File: src/rtl/core/vce_pkg.sv
package vce_pkg;

    // letter and word geometry
    localparam int LETTER_W      = 5;
    localparam int WORD_W        = 60;
    localparam int LEN_W         = 4;
    localparam int CHAR_W        = 7;
    localparam int BYTE_W        = 8;
    localparam int MAX_BLOCK_DEF = 12;

    // alphabet constants
    localparam int ALPHABET      = 26;
    localparam int PAD_LETTER    = 23;
    localparam int ASCII_A       = 97;
    localparam int ASCII_Z       = 122;
    localparam int ASCII_UP_A    = 65;
    localparam int ASCII_UP_Z    = 90;
    localparam int CASE_OFFSET   = 32;

    // command queue depth between front and back
    localparam int Q_DEPTH       = 4;

    // apb port geometry
    localparam int APB_DATA_W    = 64;
    localparam int APB_ADDR_W    = 5;
    localparam int REG_LSB       = 3;

    // register indexes
    typedef enum logic [1:0] {
        REG_KEY = 2'd0,
        REG_IV  = 2'd1,
        REG_LEN = 2'd2
    } t_reg_idx;

    // one classified item waiting for the back end
    typedef struct packed {
        logic                is_end;
        logic [LETTER_W-1:0] plain;
    } t_cmd;

    // configuration as seen by the back end
    typedef struct packed {
        logic [WORD_W-1:0] key;
        logic [WORD_W-1:0] iv;
        logic [LEN_W-1:0]  len;
    } t_cfg;

    // chaining status of the back end
    typedef struct packed {
        logic [LEN_W-1:0] pos;
        logic             past_first;
    } t_back_stat;

endpackage

File: src/rtl/core/vce_if.sv
interface vce_in_if import vce_pkg::*; ();
    logic              valid;
    logic              ready;
    logic [BYTE_W-1:0] text_byte;
    logic              end_marker;

    modport source (output valid, output text_byte, output end_marker, input ready);
    modport sink   (input valid, input text_byte, input end_marker, output ready);
endinterface

interface vce_out_if import vce_pkg::*; ();
    logic              valid;
    logic              ready;
    logic [CHAR_W-1:0] cipher_char;
    logic              is_padding;
    logic              run_last;

    modport source (output valid, output cipher_char, output is_padding, output run_last,
                    input ready);
    modport sink   (input valid, input cipher_char, input is_padding, input run_last,
                    output ready);
endinterface

File: src/rtl/core/vce_cfg.sv
module vce_cfg import vce_pkg::*; #(
    parameter int MAX_BLOCK = MAX_BLOCK_DEF
) (
    input  logic                  i_clk,
    input  logic                  i_rst_n,
    input  logic                  psel,
    input  logic                  penable,
    input  logic                  pwrite,
    input  logic [APB_ADDR_W-1:0] paddr,
    input  logic [APB_DATA_W-1:0] pwdata,
    output logic [APB_DATA_W-1:0] prdata,
    output logic                  pready,
    output t_cfg                  o_cfg
);

    logic [WORD_W-1:0] r_key, n_key;
    logic [WORD_W-1:0] r_iv, n_iv;
    logic [LEN_W-1:0]  r_len, n_len;
    logic [1:0]        reg_sel;
    logic              wr_en;

    assign pready  = 1'b1;
    assign reg_sel = paddr[APB_ADDR_W-1:REG_LSB];
    assign wr_en   = psel && penable && pwrite && pready;

    // register write decode
    always_comb begin
        n_key = r_key;
        n_iv  = r_iv;
        n_len = r_len;
        if (wr_en) begin
            unique case (reg_sel)
                REG_KEY: n_key = pwdata[WORD_W-1:0];
                REG_IV:  n_iv  = pwdata[WORD_W-1:0];
                REG_LEN: n_len = pwdata[LEN_W-1:0];
                default: ;
            endcase
        end
    end

    always_ff @(posedge i_clk) begin
        if (!i_rst_n) begin
            r_key <= '0;
            r_iv  <= '0;
            r_len <= LEN_W'(1);
        end else begin
            r_key <= n_key;
            r_iv  <= n_iv;
            r_len <= n_len;
        end
    end

    // register read mux
    always_comb begin
        unique case (reg_sel)
            REG_KEY: prdata = APB_DATA_W'(r_key);
            REG_IV:  prdata = APB_DATA_W'(r_iv);
            REG_LEN: prdata = APB_DATA_W'(r_len);
            default: prdata = '0;
        endcase
    end

    // effective block length, clamped to 1..max block
    always_comb begin
        o_cfg.key = r_key;
        o_cfg.iv  = r_iv;
        if (r_len == '0) begin
            o_cfg.len = LEN_W'(1);
        end else if (r_len > LEN_W'(MAX_BLOCK)) begin
            o_cfg.len = LEN_W'(MAX_BLOCK);
        end else begin
            o_cfg.len = r_len;
        end
    end

endmodule

File: src/rtl/core/vce_front.sv
module vce_front import vce_pkg::*; (
    vce_in_if.sink i_in,
    input  logic   i_q_full,
    output logic   o_push,
    output t_cmd   o_cmd
);

    logic [BYTE_W-1:0] lowered;
    logic              is_letter;

    // fold upper case, then keep only a..z
    always_comb begin
        if (i_in.text_byte >= BYTE_W'(ASCII_UP_A) && i_in.text_byte <= BYTE_W'(ASCII_UP_Z)) begin
            lowered = i_in.text_byte + BYTE_W'(CASE_OFFSET);
        end else begin
            lowered = i_in.text_byte;
        end
        is_letter = (lowered >= BYTE_W'(ASCII_A)) && (lowered <= BYTE_W'(ASCII_Z));
    end

    assign i_in.ready = !i_q_full;

    // end markers and letters go to the queue, other bytes are dropped here
    always_comb begin
        o_cmd.is_end = i_in.end_marker;
        if (i_in.end_marker) begin
            o_cmd.plain = LETTER_W'(PAD_LETTER);
        end else begin
            o_cmd.plain = LETTER_W'(lowered - BYTE_W'(ASCII_A));
        end
        o_push = i_in.valid && i_in.ready && (i_in.end_marker || is_letter);
    end

endmodule

File: src/rtl/core/vce_queue.sv
module vce_queue import vce_pkg::*; (
    input  logic i_clk,
    input  logic i_rst_n,
    input  logic i_push,
    input  t_cmd i_cmd,
    input  logic i_pop,
    output logic o_full,
    output logic o_valid,
    output t_cmd o_head
);

    localparam int PTR_W = (Q_DEPTH > 1) ? $clog2(Q_DEPTH) : 1;
    localparam int CNT_W = $clog2(Q_DEPTH + 1);

    t_cmd             r_mem [Q_DEPTH];
    logic [PTR_W-1:0] r_wr_ptr, n_wr_ptr;
    logic [PTR_W-1:0] r_rd_ptr, n_rd_ptr;
    logic [CNT_W-1:0] r_count, n_count;
    logic             do_push;
    logic             do_pop;

    assign o_full  = (r_count == CNT_W'(Q_DEPTH));
    assign o_valid = (r_count != '0);
    assign o_head  = r_mem[r_rd_ptr];
    assign do_push = i_push && !o_full;
    assign do_pop  = i_pop && o_valid;

    // pointer and fill count update
    always_comb begin
        n_wr_ptr = r_wr_ptr;
        n_rd_ptr = r_rd_ptr;
        n_count  = r_count;
        if (do_push) begin
            n_wr_ptr = (r_wr_ptr == PTR_W'(Q_DEPTH - 1)) ? '0 : r_wr_ptr + PTR_W'(1);
        end
        if (do_pop) begin
            n_rd_ptr = (r_rd_ptr == PTR_W'(Q_DEPTH - 1)) ? '0 : r_rd_ptr + PTR_W'(1);
        end
        if (do_push && !do_pop) begin
            n_count = r_count + CNT_W'(1);
        end else if (do_pop && !do_push) begin
            n_count = r_count - CNT_W'(1);
        end
    end

    always_ff @(posedge i_clk) begin
        if (!i_rst_n) begin
            r_wr_ptr <= '0;
            r_rd_ptr <= '0;
            r_count  <= '0;
        end else begin
            r_wr_ptr <= n_wr_ptr;
            r_rd_ptr <= n_rd_ptr;
            r_count  <= n_count;
        end
    end

    // entry storage
    always_ff @(posedge i_clk) begin
        if (do_push) begin
            r_mem[r_wr_ptr] <= i_cmd;
        end
    end

endmodule

File: src/rtl/core/vce_back.sv
module vce_back import vce_pkg::*; #(
    parameter int MAX_BLOCK = MAX_BLOCK_DEF
) (
    input  logic         i_clk,
    input  logic         i_rst_n,
    input  t_cfg         i_cfg,
    input  logic         i_head_valid,
    input  t_cmd         i_head,
    output logic         o_pop,
    output t_back_stat   o_stat,
    vce_out_if.source    o_out
);

    localparam int POS_W = (MAX_BLOCK > 1) ? $clog2(MAX_BLOCK) : 1;

    logic [POS_W-1:0]    r_pos, n_pos;
    logic                r_past, n_past;
    logic [LETTER_W-1:0] r_prev [MAX_BLOCK];
    logic                r_out_valid, n_out_valid;
    logic [CHAR_W-1:0]   r_char, n_char;
    logic                r_pad, n_pad;
    logic                r_last, n_last;

    logic                can_emit;
    logic                emit;
    logic                at_boundary;
    logic                wrap;
    logic [LEN_W:0]      pos_inc;
    logic [LETTER_W-1:0] key_l;
    logic [LETTER_W-1:0] chain_l;
    logic [CHAR_W-1:0]   sum;
    logic [LETTER_W-1:0] cipher;

    // letter sum and mod 26 reduction (sum stays below four times 26)
    always_comb begin
        key_l = i_cfg.key[LETTER_W*int'(r_pos) +: LETTER_W];
        if (r_past) begin
            chain_l = r_prev[r_pos];
        end else begin
            chain_l = i_cfg.iv[LETTER_W*int'(r_pos) +: LETTER_W];
        end
        sum = CHAR_W'(key_l) + CHAR_W'(i_head.plain) + CHAR_W'(chain_l);
        if (sum >= CHAR_W'(3 * ALPHABET)) begin
            cipher = LETTER_W'(sum - CHAR_W'(3 * ALPHABET));
        end else if (sum >= CHAR_W'(2 * ALPHABET)) begin
            cipher = LETTER_W'(sum - CHAR_W'(2 * ALPHABET));
        end else if (sum >= CHAR_W'(ALPHABET)) begin
            cipher = LETTER_W'(sum - CHAR_W'(ALPHABET));
        end else begin
            cipher = LETTER_W'(sum);
        end
    end

    // issue control: one emit per letter, one per pad letter of an end marker
    always_comb begin
        can_emit    = !r_out_valid || o_out.ready;
        at_boundary = (r_pos == '0);
        pos_inc     = (LEN_W + 1)'(r_pos) + (LEN_W + 1)'(1);
        wrap        = (pos_inc >= (LEN_W + 1)'(i_cfg.len));
        emit        = i_head_valid && can_emit && !(i_head.is_end && at_boundary);
        if (i_head.is_end) begin
            o_pop = i_head_valid && (at_boundary || (can_emit && wrap));
        end else begin
            o_pop = i_head_valid && can_emit;
        end
    end

    // chaining state
    always_comb begin
        n_pos  = r_pos;
        n_past = r_past;
        if (emit) begin
            n_pos  = wrap ? '0 : POS_W'(pos_inc);
            n_past = wrap ? 1'b1 : r_past;
        end
        if (o_pop && i_head.is_end) begin
            n_pos  = '0;
            n_past = 1'b0;
        end
    end

    // output register
    always_comb begin
        n_char = r_char;
        n_pad  = r_pad;
        n_last = r_last;
        if (emit) begin
            n_out_valid = 1'b1;
            n_char      = CHAR_W'(ASCII_A) + CHAR_W'(cipher);
            n_pad       = i_head.is_end;
            n_last      = i_head.is_end && wrap;
        end else if (o_out.ready) begin
            n_out_valid = 1'b0;
        end else begin
            n_out_valid = r_out_valid;
        end
    end

    always_ff @(posedge i_clk) begin
        if (!i_rst_n) begin
            r_pos       <= '0;
            r_past      <= 1'b0;
            r_out_valid <= 1'b0;
        end else begin
            r_pos       <= n_pos;
            r_past      <= n_past;
            r_out_valid <= n_out_valid;
        end
    end

    // payload and previous block letters
    always_ff @(posedge i_clk) begin
        r_char <= n_char;
        r_pad  <= n_pad;
        r_last <= n_last;
        if (emit) begin
            r_prev[r_pos] <= cipher;
        end
    end

    assign o_out.valid       = r_out_valid;
    assign o_out.cipher_char = r_char;
    assign o_out.is_padding  = r_pad;
    assign o_out.run_last    = r_last;

    assign o_stat.pos        = LEN_W'(r_pos);
    assign o_stat.past_first = r_past;

endmodule

File: src/rtl/core/vigenere_cbc_encrypt.sv
// Vigenere encryptor with block chaining over a byte stream. Input is taken
// while the queue is not full: letters are folded to lower case and queued,
// other bytes are dropped on the spot, and the back end turns one queued
// letter into one ciphertext letter per cycle while the receiver does not
// stall it; each letter passes the queue and then the output register. An end
// marker makes the back end emit padding letters to the end of the block
// (block length minus the current position), or is taken with no output on a
// block boundary; a four-entry queue lets input keep flowing meanwhile. The key,
// IV and block length sit in an APB register file at byte addresses 0, 8 and
// 16. The user must write them only while the block is idle; the block does not enforce it.
module vigenere_cbc_encrypt import vce_pkg::*; #(
    parameter int MAX_BLOCK = MAX_BLOCK_DEF
) (
    input  logic                  i_clk,
    input  logic                  i_rst_n,
    input  logic                  psel,
    input  logic                  penable,
    input  logic                  pwrite,
    input  logic [APB_ADDR_W-1:0] paddr,
    input  logic [APB_DATA_W-1:0] pwdata,
    output logic [APB_DATA_W-1:0] prdata,
    output logic                  pready,
    vce_in_if.sink                i_in,
    vce_out_if.source             o_out
);

    t_cfg       cfg;
    t_cmd       push_cmd;
    t_cmd       head;
    t_back_stat stat;
    logic       push;
    logic       q_full;
    logic       head_valid;
    logic       pop;

    // configuration registers
    vce_cfg #(
        .MAX_BLOCK(MAX_BLOCK)
    ) u_cfg (
        .i_clk   (i_clk),
        .i_rst_n (i_rst_n),
        .psel    (psel),
        .penable (penable),
        .pwrite  (pwrite),
        .paddr   (paddr),
        .pwdata  (pwdata),
        .prdata  (prdata),
        .pready  (pready),
        .o_cfg   (cfg)
    );

    // classify incoming bytes
    vce_front u_front (
        .i_in     (i_in),
        .i_q_full (q_full),
        .o_push   (push),
        .o_cmd    (push_cmd)
    );

    // queue between front and back
    vce_queue u_queue (
        .i_clk   (i_clk),
        .i_rst_n (i_rst_n),
        .i_push  (push),
        .i_cmd   (push_cmd),
        .i_pop   (pop),
        .o_full  (q_full),
        .o_valid (head_valid),
        .o_head  (head)
    );

    // encryption and chaining
    vce_back #(
        .MAX_BLOCK(MAX_BLOCK)
    ) u_back (
        .i_clk        (i_clk),
        .i_rst_n      (i_rst_n),
        .i_cfg        (cfg),
        .i_head_valid (head_valid),
        .i_head       (head),
        .o_pop        (pop),
        .o_stat       (stat),
        .o_out        (o_out)
    );

    // checks
    a_pos_range: assert property (@(posedge i_clk) disable iff (!i_rst_n)
        stat.pos < LEN_W'(MAX_BLOCK))
        else $error("block position out of range");

    a_end_restart: assert property (@(posedge i_clk) disable iff (!i_rst_n)
        (pop && head.is_end) |=> (!stat.past_first && stat.pos == '0))
        else $error("chain not restarted after end marker");

    a_char_range: assert property (@(posedge i_clk) disable iff (!i_rst_n)
        o_out.valid |-> (o_out.cipher_char >= CHAR_W'(ASCII_A)
                         && o_out.cipher_char <= CHAR_W'(ASCII_Z)))
        else $error("cipher letter out of range");

    a_last_is_pad: assert property (@(posedge i_clk) disable iff (!i_rst_n)
        (o_out.valid && o_out.run_last) |-> o_out.is_padding)
        else $error("run end flag on a text letter");

endmodule

File: src/flat_wrapper.sv
// flat-port wrapper written by rule: the top's interface ports become plain ports
module vigenere_cbc_encrypt_flat import vce_pkg::*;
#(
    parameter int MAX_BLOCK = MAX_BLOCK_DEF
)
  (i_clk, i_rst_n, psel, penable, pwrite, paddr, pwdata, prdata, pready, i_in_valid, i_in_text_byte, i_in_end_marker, i_in_ready, o_out_valid, o_out_cipher_char, o_out_is_padding, o_out_run_last, o_out_ready);
  vce_in_if i_in_i ();
  vce_out_if o_out_i ();
  input  logic i_clk;
  input  logic i_rst_n;
  input  logic psel;
  input  logic penable;
  input  logic pwrite;
  input  logic [APB_ADDR_W-1:0] paddr;
  input  logic [APB_DATA_W-1:0] pwdata;
  output logic [APB_DATA_W-1:0] prdata;
  output logic pready;
  input wire logic [$bits(i_in_i.valid)-1:0] i_in_valid;
  input wire logic [$bits(i_in_i.text_byte)-1:0] i_in_text_byte;
  input wire logic [$bits(i_in_i.end_marker)-1:0] i_in_end_marker;
  output wire logic [$bits(i_in_i.ready)-1:0] i_in_ready;
  output wire logic [$bits(o_out_i.valid)-1:0] o_out_valid;
  output wire logic [$bits(o_out_i.cipher_char)-1:0] o_out_cipher_char;
  output wire logic [$bits(o_out_i.is_padding)-1:0] o_out_is_padding;
  output wire logic [$bits(o_out_i.run_last)-1:0] o_out_run_last;
  input wire logic [$bits(o_out_i.ready)-1:0] o_out_ready;
  assign i_in_i.valid = i_in_valid;
  assign i_in_i.text_byte = i_in_text_byte;
  assign i_in_i.end_marker = i_in_end_marker;
  assign i_in_ready = i_in_i.ready;
  assign o_out_valid = o_out_i.valid;
  assign o_out_cipher_char = o_out_i.cipher_char;
  assign o_out_is_padding = o_out_i.is_padding;
  assign o_out_run_last = o_out_i.run_last;
  assign o_out_i.ready = o_out_ready;
  vigenere_cbc_encrypt #(.MAX_BLOCK(MAX_BLOCK)) u_core (.i_clk(i_clk), .i_rst_n(i_rst_n), .psel(psel), .penable(penable), .pwrite(pwrite), .paddr(paddr), .pwdata(pwdata), .prdata(prdata), .pready(pready), .i_in(i_in_i), .o_out(o_out_i));
endmodule
File: config.mk
export PLATFORM = sky130hd
export DESIGN_NAME = vigenere_cbc_encrypt_flat
export DESIGN_NICKNAME = d
export VERILOG_FILES = /design/src/rtl/core/vce_pkg.sv /design/src/rtl/core/vce_if.sv /design/src/rtl/core/vce_cfg.sv /design/src/rtl/core/vce_front.sv /design/src/rtl/core/vce_queue.sv /design/src/rtl/core/vce_back.sv /design/src/rtl/core/vigenere_cbc_encrypt.sv /design/src/flat_wrapper.sv
export SDC_FILE = /design/constraint.sdc
export NUM_CORES = 1
export LEC_CHECK = 0
export BUFFER_PORTS_ARGS = -buffer_cell sky130_fd_sc_hd__buf_2
export CELL_PAD_IN_SITES_DETAIL_PLACEMENT = 1
export CELL_PAD_IN_SITES_GLOBAL_PLACEMENT = 1
export CORE_MARGIN = 3
export CORE_UTILIZATION = 49
export CTS_CLUSTER_DIAMETER = 150
export DETAILED_ROUTE_END_ITERATION = 7
export PLACE_DENSITY_LB_ADDON = 0.08
export RECOVER_POWER = 100
export SYNTH_ARGS = -nofsm -noshare
export SYNTH_HDL_FRONTEND = slang
export SYNTH_SLANG_ARGS = --single-unit
File: constraint.sdc
create_clock -name i_clk -period 15.89 [get_ports i_clk]
set_clock_uncertainty 0.05 [all_clocks]
set_input_delay 3.178 -clock i_clk [delete_from_list [all_inputs] [get_ports i_clk]]
set_output_delay 3.178 -clock i_clk [all_outputs]
set_load 0.01 [all_outputs]
==> flow_summary.rst <==
.. list-table::
   :header-rows: 1

   * - Metric
     - Value
   * - Predominant post-synthesis flop cell
     - sky130_fd_sc_hd__dfxtp_1
   * - Horiz. Die Dim
     - about 160 um
   * - Data required time at the worst endpoint
     - approximately 13 ns
   * - Synth Area in Compound Gates
     - 12.34%
   * - Leakage power of the design
     - 4.798 nW
   * - I/O pins
     - between 150 and 200
   * - Core Rows
     - 56
   * - Total Power
     - roughly 2.3 mW
   * - Antenna violations before repair
     - 1
   * - Cell type with the largest total area after synthesis
     - sky130_fd_sc_hd__dfxtp_1
   * - Cell occurring most often along the worst timing path
     - sky130_fd_sc_hd__clkbuf_1
   * - Cell types with the largest area share after synthesis
     - sky130_fd_sc_hd__dfxtp_1 24%, sky130_fd_sc_hd__edfxtp_1 23%, sky130_fd_sc_hd__mux4_2 9.6%
   * - Worst skew pair latency
     - between 0.5 and 0.6 ns
   * - CP Data Arrival Time
     - roughly 6.5 ns
   * - Synth Area in XOR/XNOR
     - under 10%
   * - Starting density of the core
     - about half
   * - Delay contributed by the slowest stage of the critical path
     - about 2.3 ns
   * - Vias per inst
     - approximately 5.6
   * - Worst hold path type
     - flop to flop
   * - Worst slew slack as a fraction of its limit
     - -121.3%
   * - GRT Overall Usage
     - about a quarter
   * - Count of yosys warnings during synthesis
     - 0
   * - Post-Synth Adder-Cell Area
     - about 4.3%
   * - Total number of nets in the final design
     - ~1,400
   * - Number of failing hold endpoints at the final stage
     - 0
   * - Total Die Area
     - approximately 26,000 um^2
   * - Number of placed instances with taps included
     - around 1,500
   * - Clock transition at the registers of the reported paths
     - about 0.06 ns
   * - Largest delay share family, worst path
     - buffers and inverters
   * - Number of gates resized after CTS
     - 0
   * - Cells along the critical path
     - buf_2, clkbuf_1, o21ai_0, clkbuf_1
   * - Layout filler cell count
     - around 2,700
   * - Proportion of layout cells with a drive suffix above 1
     - between 10% and 20%
   * - Proportion of register bits with asynchronous set or reset after synthesis
     - 0%
   * - Outcome
     - complete, but fails checks
   * - Worst-case clock buffer depth
     - 3
   * - Failing checks
     - capacitance limit, slew limit
   * - Worst-path maximum fanout
     - between 60 and 70
   * - Clock sink total
     - 236
   * - Detail-routed net length per standard cell
     - ~21 um
   * - Wire length after detailed routing
     - 33,380 um
   * - Number of remaining DRC errors
     - 0
   * - Peak supply drop
     - between 0.1 and 0.15 mV
   * - Total via count in the routed design
     - about 9,000
   * - Number of standard cells in the final layout excluding fillers
     - between 1,500 and 2,000
   * - Detailed Routing Iterations Pass 1
     - 4
   * - Post-DP HPWL
     - 22,320 um
   * - Most common cell in the netlist
     - sky130_fd_sc_hd__nand2_1
   * - Height of the die
     - 162.0 um
   * - Number of cells produced by synthesis
     - around 1,100
   * - Max-cap viol count
     - 6
   * - Min cycle time layout
     - approximately 10 ns
   * - Top cell type's share of synthesized area
     - a little under a quarter
   * - Avg Inst Size Synth
     - about 10 um^2
   * - Total clock buffers created by CTS
     - 26
   * - Antenna cells
     - 0
   * - Combinational family with the most area after synthesis
     - multiplexers
   * - Worst Setup Start Kind
     - primary input
   * - Leading post-synthesis cells by instance count
     - 266 x sky130_fd_sc_hd__nand2_1, 143 x sky130_fd_sc_hd__dfxtp_1, 122 x sky130_fd_sc_hd__a21boi_0, 93 x sky130_fd_sc_hd__edfxtp_1, 84 x sky130_fd_sc_hd__nor2_1
   * - Crit path capture type
     - output pin
   * - ANT nets after route
     - 0
   * - Number of storage elements in the synthesis netlist
     - between 200 and 250
   * - Distinct cell type count of the synthesized netlist
     - 61
   * - CTS tree
     - yes
   * - Initial DRC count
     - 496
   * - Start-to-end type of the worst setup path
     - primary input to output pin
   * - Power density of the placed cells
     - 172.8 nW/um^2
   * - Setup TNS
     - 0 ns
   * - Cts-stage hold buffer count
     - 0
   * - Portion of netlist area occupied by mux cells
     - roughly 17%
   * - Pin count of the biggest net entering global routing
     - 74
   * - First-pass GRT wire length
     - between 50,000 and 60,000 um
   * - Setup repair after global routing missed its margin
     - false
   * - Achievable Freq
     - 102.8 MHz
   * - Final-report max-slew violation count
     - 246
   * - GRT Residual Overflow
     - 0
   * - Post-synthesis to final-layout area growth
     - 13.25%
   * - Sequential share of the synthesized area
     - between 40 and 50%
   * - Post-CTS setup repair buffer count
     - 0
   * - Via count of the first global-routing pass
     - around 9,200
   * - Master of the slowest instance on the critical path
     - sky130_fd_sc_hd__clkbuf_1
   * - Final period utilization
     - 61.19%
   * - Area of the mapped netlist
     - roughly 12,000 um^2
   * - Finish-stage setup viols
     - 0
   * - Utilization after layout
     - between 50 and 60%
   * - Count of buffers from port buffering
     - ~150
   * - Share of synthesized cell area in and, or, nand and nor gates
     - approximately 14%
   * - Area of the core
     - about 24,000 um^2
   * - Root Buffer
     - sky130_fd_sc_hd__clkbuf_16
   * - Actual transition at the worst max-transition pin
     - 3.320 ns
   * - Buffer and inverter count on the worst path
     - 3
   * - Maximum level of the CTS H-tree
     - 1
   * - Placer's final routability congestion estimate
     - around 0.84
   * - Number of synthesized flops with an enable pin
     - 93
[report_power, final]
group | internal, mW | switching [mW]
registers | 0.858 | 0.0362
clock network | 0.353 | 0.241
logic | 0.291 | 0.555
[worst min-delay path, cell delays in order, from the launching register on]
cell	delay (ns)
sky130_fd_sc_hd__dfxtp_1	0.31
sky130_fd_sc_hd__nand2_1	0.05
sky130_fd_sc_hd__a21boi_0	0.06
[cell usage in the layout, fill, tap and decap left out, types with 2 or more instances in the layout]
| cell type | netlist | layout |
|---|---|---|
| sky130_fd_sc_hd__inv_1 | 31 | 31 |
| sky130_fd_sc_hd__a211oi_2 | 2 | 2 |
| sky130_fd_sc_hd__and3_1 | 9 | 10 |
| sky130_fd_sc_hd__o21ai_0 | 22 | 23 |
| sky130_fd_sc_hd__xor2_1 | 6 | 7 |
| sky130_fd_sc_hd__a21o_1 | 5 | 5 |
| sky130_fd_sc_hd__dfxtp_1 | 143 | 143 |
| sky130_fd_sc_hd__o211a_1 | 2 | 2 |
| sky130_fd_sc_hd__nor3_1 | 4 | 4 |
| sky130_fd_sc_hd__nand2b_1 | 5 | 5 |
| sky130_fd_sc_hd__mux4_2 | 51 | 51 |
| sky130_fd_sc_hd__nor2b_1 | 12 | 13 |
| sky130_fd_sc_hd__a32oi_1 | 3 | 3 |
| sky130_fd_sc_hd__bufinv_16 | 0 | 3 |
| sky130_fd_sc_hd__clkinv_1 | 0 | 4 |
| sky130_fd_sc_hd__clkbuf_1 | 62 | 85 |
| sky130_fd_sc_hd__nand4_1 | 2 | 2 |
| sky130_fd_sc_hd__o211ai_1 | 6 | 6 |
| sky130_fd_sc_hd__nand3_1 | 6 | 7 |
| sky130_fd_sc_hd__buf_2 | 5 | 74 |
| sky130_fd_sc_hd__a21boi_0 | 122 | 123 |
| sky130_fd_sc_hd__o21a_1 | 2 | 2 |
| sky130_fd_sc_hd__a21oi_1 | 13 | 13 |
| sky130_fd_sc_hd__xnor2_1 | 9 | 9 |
| sky130_fd_sc_hd__fa_1 | 7 | 7 |
| sky130_fd_sc_hd__nand2_1 | 266 | 265 |
| sky130_fd_sc_hd__mux2i_1 | 82 | 82 |
| sky130_fd_sc_hd__conb_1 | 2 | 5 |
| sky130_fd_sc_hd__ha_1 | 30 | 30 |
| sky130_fd_sc_hd__and2_0 | 0 | 9 |
| sky130_fd_sc_hd__nor2_1 | 84 | 84 |
| sky130_fd_sc_hd__clkinv_2 | 0 | 5 |
| sky130_fd_sc_hd__a31oi_1 | 1 | 2 |
| sky130_fd_sc_hd__clkbuf_16 | 0 | 26 |
| sky130_fd_sc_hd__buf_4 | 5 | 9 |
| sky130_fd_sc_hd__edfxtp_1 | 93 | 93 |
[state kept, by name, indices dropped and copies added (netlist names), named ones only]
signal	cells
u_core.u_queue.r_wr_ptr	2
u_core.u_back.o_out.valid	1
u_core.u_back.o_out.is_padding	1
u_core.u_cfg.r_key	60
u_core.u_cfg.r_iv	60
u_core.u_back.o_out.cipher_char	7
u_core.u_cfg.r_len	4
u_core.u_queue.r_count	3
u_core.u_back.r_prev	60
u_core.u_back.r_past	1
u_core.u_back.r_pos	4
u_core.u_queue.r_rd_ptr	2
u_core.u_queue.r_mem	24
u_core.u_back.o_out.run_last	1
[worst paths after layout]
check | end | from | slack [ns] | depth (start not counted)
worst max-delay path | prdata[0] | paddr[4] | 6.17 | 4
worst min-delay path | u_core.u_cfg.r_key[51] | u_core.u_cfg.r_key[51] | 0.42 | 2
worst max register to register | u_core.u_back.o_out.cipher_char[5] | u_core.u_back.r_pos[0] | 7.27 | 18
worst min register to register | u_core.u_cfg.r_key[51] | u_core.u_cfg.r_key[51] | 0.42 | 2
[final cells by class]
class | count | area [um^2] | area share [%]
Sequential cell | 236 | 5655 | 41.86
Tap cell | 319 | 399.1 | 2.954
Multi-Input combinational cell | 795 | 5768 | 42.69
Timing Repair Buffer | 162 | 734.5 | 5.436
Clock inverter | 13 | 146.4 | 1.084
Inverter | 32 | 120.1 | 0.8890
Clock buffer | 33 | 686.9 | 5.084
[cells by family (layout without fill, tap and decap cells)]
logic type	count (synthesis)	after routing
and+or+nand+nor	407	407
DFF	236	236
AOI/OAI and AO/OA	195	195
muxes	133	133
buffers and inverters	113	240
adders and majority gates	37	37
xor gates and xnor gates	18	18
other	2	5
[routing by layer]
metal | global-route usage [%] | vias up | wire length (um)
li1 | - | 4185 | -
met1 | 34.94 | 4455 | 14900
met2 | 42.55 | 225 | 16190
met3 | 3.086 | 44 | 1577
met4 | 6.398 | 2 | 700
met5 | 0 | - | 13
[per-stage QoR]
step | setup WS [ns] | area [um^2] | hold WS, ns
floorplan | 8.338 | 11940 | 0.4027
global placement | 7.706 | 12870 | 0.4134
detailed placement | 7.662 | 12870 | 0.4218
CTS | 7.650 | 13700 | 0.4302
global route | 5.915 | 13510 | 0.4562
finish | 6.166 | 13510 | 0.4248
No activity file was read; power rests on OpenSTA's default activity.
